===== src/rtl/ups_patch_stream_decoder_assert.svh =====
// Assertion macros for the UPS patch stream decoder.
// Depends on nothing; included by the top level after its logic.
`ifndef UPS_PATCH_STREAM_DECODER_ASSERT_SVH
`define UPS_PATCH_STREAM_DECODER_ASSERT_SVH

// Antecedent in a cycle implies consequent in the same cycle.
`define UPS_ASSERT_SAME(label, clk, rst_n, ante, cons) \
  label: assert property (@(posedge clk) disable iff (!rst_n) (ante) |-> (cons)) \
    else $error("assertion failed");

// Antecedent in a cycle implies consequent in the next cycle.
`define UPS_ASSERT_NEXT(label, clk, rst_n, ante, cons) \
  label: assert property (@(posedge clk) disable iff (!rst_n) (ante) |=> (cons)) \
    else $error("assertion failed");

`endif


===== src/rtl/ups_psd_pkg.sv =====
// Shared constants and helpers for the UPS patch stream decoder.
// No dependencies; used by ups_patch_stream_decoder.
package ups_psd_pkg;

  localparam int unsigned AddrBitsDefault = 32;
  localparam int unsigned TrailerLen      = 12;
  localparam int unsigned ResDataBits     = 104;

  // Result kinds
  localparam logic [2:0] KIND_SRC_SIZE = 3'd0;
  localparam logic [2:0] KIND_TGT_SIZE = 3'd1;
  localparam logic [2:0] KIND_XOR      = 3'd2;
  localparam logic [2:0] KIND_SRC_CRC  = 3'd3;
  localparam logic [2:0] KIND_TGT_CRC  = 3'd4;
  localparam logic [2:0] KIND_ERROR    = 3'd5;

  // Error codes
  localparam logic [2:0] ERR_NONE      = 3'd0;
  localparam logic [2:0] ERR_MAGIC     = 3'd1;
  localparam logic [2:0] ERR_TRUNCATED = 3'd2;
  localparam logic [2:0] ERR_TRAILER   = 3'd3;
  localparam logic [2:0] ERR_ADDRESS   = 3'd4;

  // Magic "UPS1", one byte per position
  function automatic logic [7:0] magic_byte(input logic [1:0] idx);
    logic [7:0] b;
    case (idx)
      2'd0:    b = 8'h55;
      2'd1:    b = 8'h50;
      2'd2:    b = 8'h53;
      default: b = 8'h31;
    endcase
    return b;
  endfunction

endpackage


===== src/rtl/ups_patch_stream_decoder.sv =====
// UPS patch stream decoder top level.
// Depends on ups_psd_pkg and ups_patch_stream_decoder_assert.svh.

// Takes one patch byte per beat and returns at most one command per byte:
// source size, target size, XOR write, source CRC, target CRC or an error.
// A byte is accepted in every cycle while the result register is free or
// being drained; its result appears on the master side in the cycle after
// acceptance. Each byte passes a single stage of logic (one 64-bit varint
// shift-and-add, address update and bound compares) into the result register.
// Set patch_length over the configuration channel while the block is idle;
// a beat with tuser high restarts the parse at patch byte 0.
module ups_patch_stream_decoder #(
  parameter int unsigned ADDR_BITS = ups_psd_pkg::AddrBitsDefault
) (
  input  logic                                  clk_i,
  input  logic                                  rst_ni,
  // Configuration: patch_length
  input  logic                                  cfg_valid_i,
  output logic                                  cfg_ready_o,
  input  logic [31:0]                           cfg_data_i,
  // Patch input
  input  logic                                  s_axis_tvalid,
  output logic                                  s_axis_tready,
  input  logic [7:0]                            s_axis_tdata,  // patch_byte
  input  logic                                  s_axis_tuser,  // first
  // Command output
  output logic                                  m_axis_tvalid,
  input  logic                                  m_axis_tready,
  // address [31:0], value [95:32], error_code [98:96], zeros above
  output logic [ups_psd_pkg::ResDataBits-1:0]   m_axis_tdata,
  output logic [2:0]                            m_axis_tuser   // kind
);

  typedef enum logic [2:0] {
    PH_IDLE, PH_MAGIC, PH_SRC, PH_TGT, PH_SKIP, PH_XOR, PH_CRC, PH_DONE
  } phase_e;

  // Configuration and trailer start
  logic [31:0] patch_length_q, trailer_start_q;

  // Parser state
  phase_e                phase_q, phase_d;
  logic [31:0]           bytes_q, bytes_d;
  logic [63:0]           accum_q, accum_d;
  logic [6:0]            shift_q, shift_d;
  logic [ADDR_BITS-1:0]  taddr_q, taddr_d;
  logic [63:0]           tsize_q, tsize_d;
  logic [31:0]           crc_q, crc_d;
  logic [3:0]            bif_q, bif_d;

  // State as seen by the current byte, after a restart if first is set
  phase_e                e_phase;
  logic [31:0]           e_bytes;
  logic [63:0]           e_accum;
  logic [6:0]            e_shift;
  logic [ADDR_BITS-1:0]  e_taddr;
  logic [63:0]           e_tsize;
  logic [31:0]           e_crc;
  logic [3:0]            e_bif;

  // Varint step
  logic [63:0] feed_accum;
  logic [6:0]  feed_shift;
  logic        feed_done;

  // Result of this byte
  logic        res_valid;
  logic [2:0]  res_kind, res_err;
  logic [31:0] res_addr;
  logic [63:0] res_value;

  logic [7:0]  b;
  logic [1:0]  crc_k;
  logic [3:0]  bif_inc;
  logic        in_fire, out_valid_q;
  logic [2:0]  out_kind_q, out_err_q;
  logic [31:0] out_addr_q;
  logic [63:0] out_value_q;

  assign b             = s_axis_tdata;
  assign in_fire       = s_axis_tvalid && s_axis_tready;
  assign s_axis_tready = !out_valid_q || m_axis_tready;
  assign cfg_ready_o   = 1'b1;

  // Restart view of the state
  always_comb begin
    if (s_axis_tuser) begin
      e_phase = PH_MAGIC;
      e_bytes = '0;
      e_accum = '0;
      e_shift = '0;
      e_taddr = '0;
      e_tsize = '0;
      e_crc   = '0;
      e_bif   = '0;
    end else begin
      e_phase = phase_q;
      e_bytes = bytes_q;
      e_accum = accum_q;
      e_shift = shift_q;
      e_taddr = taddr_q;
      e_tsize = tsize_q;
      e_crc   = crc_q;
      e_bif   = bif_q;
    end
  end

  // Biased varint: the continuation bias lands at bit shift+7, i.e. bit 7 of the term
  always_comb begin
    feed_done = b[7];
    if (!e_shift[6]) begin
      feed_accum = e_accum + (64'({~b[7], b[6:0]}) << e_shift[5:0]);
      feed_shift = e_shift + 7'd7;
    end else begin
      feed_accum = e_accum;
      feed_shift = e_shift;
    end
  end

  assign crc_k   = e_bif[1:0];
  assign bif_inc = e_bif + 4'd1;

  // Parse one byte
  always_comb begin
    phase_d   = e_phase;
    bytes_d   = e_bytes;
    accum_d   = e_accum;
    shift_d   = e_shift;
    taddr_d   = e_taddr;
    tsize_d   = e_tsize;
    crc_d     = e_crc;
    bif_d     = e_bif;
    res_valid = 1'b0;
    res_kind  = ups_psd_pkg::KIND_ERROR;
    res_addr  = '0;
    res_value = '0;
    res_err   = ups_psd_pkg::ERR_NONE;
    if (e_phase != PH_IDLE && e_phase != PH_DONE) begin
      if (e_bytes != 32'hFFFF_FFFF) begin
        bytes_d = e_bytes + 32'd1;
      end
      if (e_bytes >= patch_length_q) begin
        phase_d   = PH_DONE;
        res_valid = 1'b1;
        res_err   = ups_psd_pkg::ERR_TRUNCATED;
      end else begin
        case (e_phase)
          PH_MAGIC: begin
            if (b != ups_psd_pkg::magic_byte(e_bytes[1:0])) begin
              phase_d   = PH_DONE;
              res_valid = 1'b1;
              res_err   = ups_psd_pkg::ERR_MAGIC;
            end else if (e_bytes >= 32'd3) begin
              phase_d = PH_SRC;
            end
          end
          PH_SRC, PH_TGT: begin
            if (feed_done) begin
              accum_d   = '0;
              shift_d   = '0;
              res_valid = 1'b1;
              res_value = feed_accum;
              if (e_phase == PH_SRC) begin
                phase_d  = PH_TGT;
                res_kind = ups_psd_pkg::KIND_SRC_SIZE;
              end else begin
                phase_d  = PH_SKIP;
                tsize_d  = feed_accum;
                res_kind = ups_psd_pkg::KIND_TGT_SIZE;
              end
            end else begin
              accum_d = feed_accum;
              shift_d = feed_shift;
            end
          end
          PH_SKIP: begin
            if (e_shift == '0 && e_bytes >= trailer_start_q) begin
              phase_d = PH_CRC;
              bif_d   = 4'd1;
              crc_d   = 32'(b);
            end else if (feed_done) begin
              taddr_d = e_taddr + feed_accum[ADDR_BITS-1:0];
              accum_d = '0;
              shift_d = '0;
              phase_d = PH_XOR;
            end else begin
              accum_d = feed_accum;
              shift_d = feed_shift;
            end
          end
          PH_XOR: begin
            res_valid = 1'b1;
            if (e_bytes >= trailer_start_q) begin
              phase_d = PH_DONE;
              res_err = ups_psd_pkg::ERR_TRAILER;
            end else if (64'(e_taddr) >= e_tsize) begin
              phase_d = PH_DONE;
              res_err = ups_psd_pkg::ERR_ADDRESS;
            end else begin
              taddr_d   = e_taddr + ADDR_BITS'(1);
              res_kind  = ups_psd_pkg::KIND_XOR;
              res_addr  = 32'(e_taddr);
              res_value = 64'(b);
              if (b == 8'd0) begin
                phase_d = PH_SKIP;
              end
            end
          end
          PH_CRC: begin
            if (crc_k == 2'd0) begin
              crc_d = 32'(b);
            end else begin
              crc_d = e_crc | (32'(b) << {crc_k, 3'b000});
            end
            bif_d = bif_inc;
            if (bif_inc == 4'd4) begin
              res_valid = 1'b1;
              res_kind  = ups_psd_pkg::KIND_SRC_CRC;
              res_value = 64'(crc_d);
            end else if (bif_inc == 4'd8) begin
              phase_d   = PH_DONE;
              res_valid = 1'b1;
              res_kind  = ups_psd_pkg::KIND_TGT_CRC;
              res_value = 64'(crc_d);
            end
          end
          default: begin
            phase_d = e_phase;
          end
        endcase
      end
    end
  end

  // Hold configuration and precompute where the trailer starts
  always_ff @(posedge clk_i or negedge rst_ni) begin
    if (!rst_ni) begin
      patch_length_q  <= '0;
      trailer_start_q <= '0;
    end else if (cfg_valid_i && cfg_ready_o) begin
      patch_length_q <= cfg_data_i;
      if (cfg_data_i >= 32'(ups_psd_pkg::TrailerLen)) begin
        trailer_start_q <= cfg_data_i - 32'(ups_psd_pkg::TrailerLen);
      end else begin
        trailer_start_q <= '0;
      end
    end
  end

  // Advance parser state on each accepted beat
  always_ff @(posedge clk_i or negedge rst_ni) begin
    if (!rst_ni) begin
      phase_q <= PH_IDLE;
      bytes_q <= '0;
      accum_q <= '0;
      shift_q <= '0;
      taddr_q <= '0;
      tsize_q <= '0;
      crc_q   <= '0;
      bif_q   <= '0;
    end else if (in_fire) begin
      phase_q <= phase_d;
      bytes_q <= bytes_d;
      accum_q <= accum_d;
      shift_q <= shift_d;
      taddr_q <= taddr_d;
      tsize_q <= tsize_d;
      crc_q   <= crc_d;
      bif_q   <= bif_d;
    end
  end

  // Result register: load on accept, drop once taken
  always_ff @(posedge clk_i or negedge rst_ni) begin
    if (!rst_ni) begin
      out_valid_q <= 1'b0;
    end else if (in_fire) begin
      out_valid_q <= res_valid;
    end else if (m_axis_tready) begin
      out_valid_q <= 1'b0;
    end
  end

  always_ff @(posedge clk_i) begin
    if (in_fire && res_valid) begin
      out_kind_q  <= res_kind;
      out_addr_q  <= res_addr;
      out_value_q <= res_value;
      out_err_q   <= res_err;
    end
  end

  assign m_axis_tvalid = out_valid_q;
  assign m_axis_tuser  = out_kind_q;
  assign m_axis_tdata  = ups_psd_pkg::ResDataBits'({out_err_q, out_value_q, out_addr_q});

  `include "ups_patch_stream_decoder_assert.svh"

  `UPS_ASSERT_SAME(a_err_has_code, clk_i, rst_ni,
    m_axis_tvalid && m_axis_tuser == ups_psd_pkg::KIND_ERROR,
    out_err_q != ups_psd_pkg::ERR_NONE)
  `UPS_ASSERT_SAME(a_cmd_no_code, clk_i, rst_ni,
    m_axis_tvalid && m_axis_tuser != ups_psd_pkg::KIND_ERROR,
    out_err_q == ups_psd_pkg::ERR_NONE)
  `UPS_ASSERT_NEXT(a_first_starts, clk_i, rst_ni,
    s_axis_tvalid && s_axis_tready && s_axis_tuser,
    phase_q != PH_IDLE)

endmodule

===== config.mk =====
export PLATFORM = sky130hd
export DESIGN_NAME = ups_patch_stream_decoder
export DESIGN_NICKNAME = d
export VERILOG_FILES = /design/src/rtl/ups_psd_pkg.sv /design/src/rtl/ups_patch_stream_decoder.sv
export VERILOG_INCLUDE_DIRS = /design/src /design/src/rtl
export SDC_FILE = /design/constraint.sdc
export NUM_CORES = 2
export LEC_CHECK = 0
export ABC_AREA = 1
export BUFFER_PORTS_ARGS = -buffer_cell sky130_fd_sc_hd__buf_2
export CAP_MARGIN = 10
export CORE_UTILIZATION = 39
export CTS_BUF_LIST = sky130_fd_sc_hd__clkbuf_4
export CTS_CLUSTER_DIAMETER = 150
export CTS_CLUSTER_SIZE = 12
export DETAILED_ROUTE_END_ITERATION = 12
export GPL_TIMING_DRIVEN = 0
export HOLD_SLACK_MARGIN = 0.1
export SKIP_LAST_GASP = 1
export SLEW_MARGIN = 20
export SYNTH_ARGS = -nofsm -noshare
export SYNTH_HDL_FRONTEND = slang
export SYNTH_SLANG_ARGS = --single-unit

===== constraint.sdc =====
create_clock -name clk_i -period 6.9 [get_ports clk_i]
set_input_delay 1.725 -clock clk_i [delete_from_list [all_inputs] [get_ports clk_i]]
set_output_delay 1.725 -clock clk_i [all_outputs]
set_load 0.05 [all_outputs]

==> results.md <==
* Status: complete, no violations
* Port buffer count at 145
* Critical Path RT at 7.76 ns
* Worst setup EP type: flip-flop
* Routed Antenna Nets at 0
* Hpwl dp at roughly 130000 um
* Max-cap violations at 0
* Syn_area_per_cell at 6.539 um^2
* WP buf/inv at 10
* Number of synthesized flops with an enable pin at ~100
* Worst vdd ir at roughly 0.17 mV
* Io pins at 156
* Sequential area share after synthesis at a little under a third
* Synth Cell Area at 0.03437 mm^2
* Multi-input gate area at 0.02072 mm^2
* Hold Violations, Final at 0
* Reg clk slew, reported paths at 0.18 ns
* Register bit total from synthesis at 405
* RSZ-0062 raised after global routing: yes
* Via count at 38.17k
* DIE AREA at around 0.089 mm^2
* Pins Over Slew Limit at 0
* Antenna violations before repair at 12
* Min cycle time layout at approximately 6.7 ns
* TritonCTS Sinks at 405
* Critical Path Max Stage Delay at 0.41 ns
* CTS tree: built
* Die Span Y at about 300 um
* Final nets at approximately 5.7k
* Final instance area at ~0.038 mm^2
* DR vias/cell at ~5.7
* Largest net degree at the start of global routing at 95
* All-Layer GR Usage at 34.68%
* Synth cell types at 58
* Critical path arrival at 7.57 ns
* CTS Buffer Depth at 3
* Hold Crit Class: reg2reg
* Largest area contributor in the netlist: dfrtp_1
* Routed len/inst at 23.98 um
* Combinational share of power at 61.4%
* Vias in the first global route at 35.01k
* Detailed-route DRC error count at 0
* Iter 0 DRT Violations at between 4k and 5k
* Area delta synth->final at 11.18%
* Final setup TNS at 0 ns
* Core area at approximately 0.087 mm^2
* Tightest Pin Transition at approximately 1.3 ns
* Most frequent cell after synthesis: nand2_1
* Area contributors post-synth: dfrtp_1, nand2_1, edfxtp_1, inv_1, ha_1
* Routed WL at about 160000 um
* CP startpoint kind: input port
* Placed Cells incl. Taps at ~6.6k
* First-pass detailed-route iteration total at 8
* Post-synth top cells: nand2_1, inv_1, nor2_1, o21ai_0, a21oi_1
* Final cell count without fillers at 6660
* Largest delay share family, worst path: simple AND/OR/NAND/NOR gates
* Gpl congestion at 1.049
* H-tree Lvls at 2
* Min Hold Slack at 0.4991 ns
* Clock buffer count from CTS at 39
* Max_slew headroom at ~13%
* Power Internal at 5575 uW
* Synth Instances at 5257
* CTS root buf: clkbuf_4
* Grt ovf at 0
* Clock power share at 11.4%
* Layout cells sized above 1 at under 10%
* Clk_skew at around 0.079 ns
* Starting Density at around 39%
* CTS Hold Bufs at 0
* Yosys top cell area share at 22.06%
* Fmax achieved at 149.1 MHz
* Pwr Density at 324.8 mW/mm^2
* DIE WIDTH at 298.9 um
* First-pass GRT wire length at approximately 230000 um
* Flip-flop and latch area at 0.01065 mm^2
* Sw Pwr at 6839 uW
* Area post-placement at 0.03679 mm^2
* Tcrit/Tclk final at 97.21%
* Cell repeated most along the worst path: nand2_1
* Fillers at 9369
* Rows at 108
* Synth Flop Type: dfrtp_1
* Critical path's slowest cell: clkbuf_4
* Sw frac at 55.09%
* Fraction of registers with async set/reset at 74.81%
* Syn. warnings at 0
* Critical path peak fanout at 19
* Worst skew pair latency at slightly above 0.9 ns
* Setup CP Type: in2reg
* Setup violations, final at 0
* Seq pwr share at 27.2%
* LEAKAGE at 0.01771 uW
[power groups by stage]
stage / Clock [uW] / Combinational [uW] / Sequential (uW)
2_1_floorplan: 0 / 4050 / 3800
3_3_place_gp: 0 / 6890 / 3420
3_5_place_dp: 0 / 6970 / 3410
4_1_cts: 1430 / 7100 / 3370
5_1_grt: 1490 / 8080 / 3440
6_report: 1410 / 7620 / 3380
[repair_timing]
item	4_1_cts	5_1_grt
pin swaps	6	15
gates resized for setup	84	138
setup endpoints to repair	37	24
cloned	0	0
setup buffers	8	21
[cell type report]
type | instances | share of cell area, %
Antenna cell | 5 | 0.03274
Buffer | 215 | 2.682
Clock buffer | 57 | 1.120
Clock inverter | 4 | 0.1866
Inverter | 716 | 7.056
Multi-Input combinational cell | 3921 | 54.23
Sequential cell | 405 | 27.86
Tap cell | 1155 | 3.782
Timing Repair Buffer | 182 | 3.052
[layout by cell type, fill, tap and decap left out, types with 66 or more instances in the layout]
cell	count
nor2_1	631
o21ai_0	379
dfrtp_1	303
edfxtp_1	102
inv_1	678
nand2_1	1323
nand3_1	294
ha_1	185
a21oi_1	330
nor3_1	66
clkbuf_1	126
buf_2	184
o22ai_1	74
[kinds of logic after synthesis]
kind of cell | after synthesis | share of synthesized area, %
AND/OR/NAND/NOR | 2535 | 30.86
AO/OA/AOI/OAI | 1070 | 17.28
buffers and inverters | 935 | 10.70
flip-flops | 405 | 30.97
adder cells (fa/ha/maj) | 203 | 7.433
XOR/XNOR | 105 | 2.675
other | 2 | 0.02185
multiplexers | 2 | 0.05824
[layer usage]
layer | up-vias | routed length, um | GRT usage (%)
li1 | 17690 | - | -
met1 | 17916 | 65880 | 47.13
met2 | 2101 | 67730 | 52.66
met3 | 449 | 16170 | 5.932
met4 | 17 | 9781 | 17.94
met5 | - | 146 | 0.4762
[worst paths after layout]
check | start | end | slack, ns | cells after the start
setup / recovery | s_axis_tuser | taddr_q[31] | 0.19 | 36
hold / removal | tsize_q[38] | tsize_q[38] | 0.50 | 2
setup reg to reg | shift_q[3] | taddr_q[19] | 0.61 | 32
hold reg to reg | tsize_q[38] | tsize_q[38] | 0.50 | 2
max in group asynchronous | rst_ni | accum_q[49] | 5.15 | 3
min in group asynchronous | rst_ni | taddr_q[3] | 0.62 | 1
[registers in the layout, indices dropped and copies added (netlist names)]
signal           count
bytes_q             32
trailer_start_q     32
crc_q               32
m_axis_tuser         3
out_value_q         64
phase_q              3
accum_q             64
out_err_q            3
patch_length_q      32
tsize_q             64
m_axis_tvalid        1
bif_q                4
out_addr_q          32
shift_q              7
taddr_q             32
[metrics by stage]
stage                     power (uW)  setup slack [ns]  util (%)
after floorplan                 7848            0.3239         -
after global placement         10310            -2.874     42.02
after detailed placement       10380            -2.757     42.27
after CTS                      11900        0.00001954     43.12
after global routing           13010          -0.04391     43.91
final                          12410            0.1928     43.91
[tightest hold or removal path: stages, from the launching register on]
cell and delay, ns:
dfrtp_1 0.37, nand2_1 0.05, nand2_1 0.06
(Power assumes the default switching activity.)
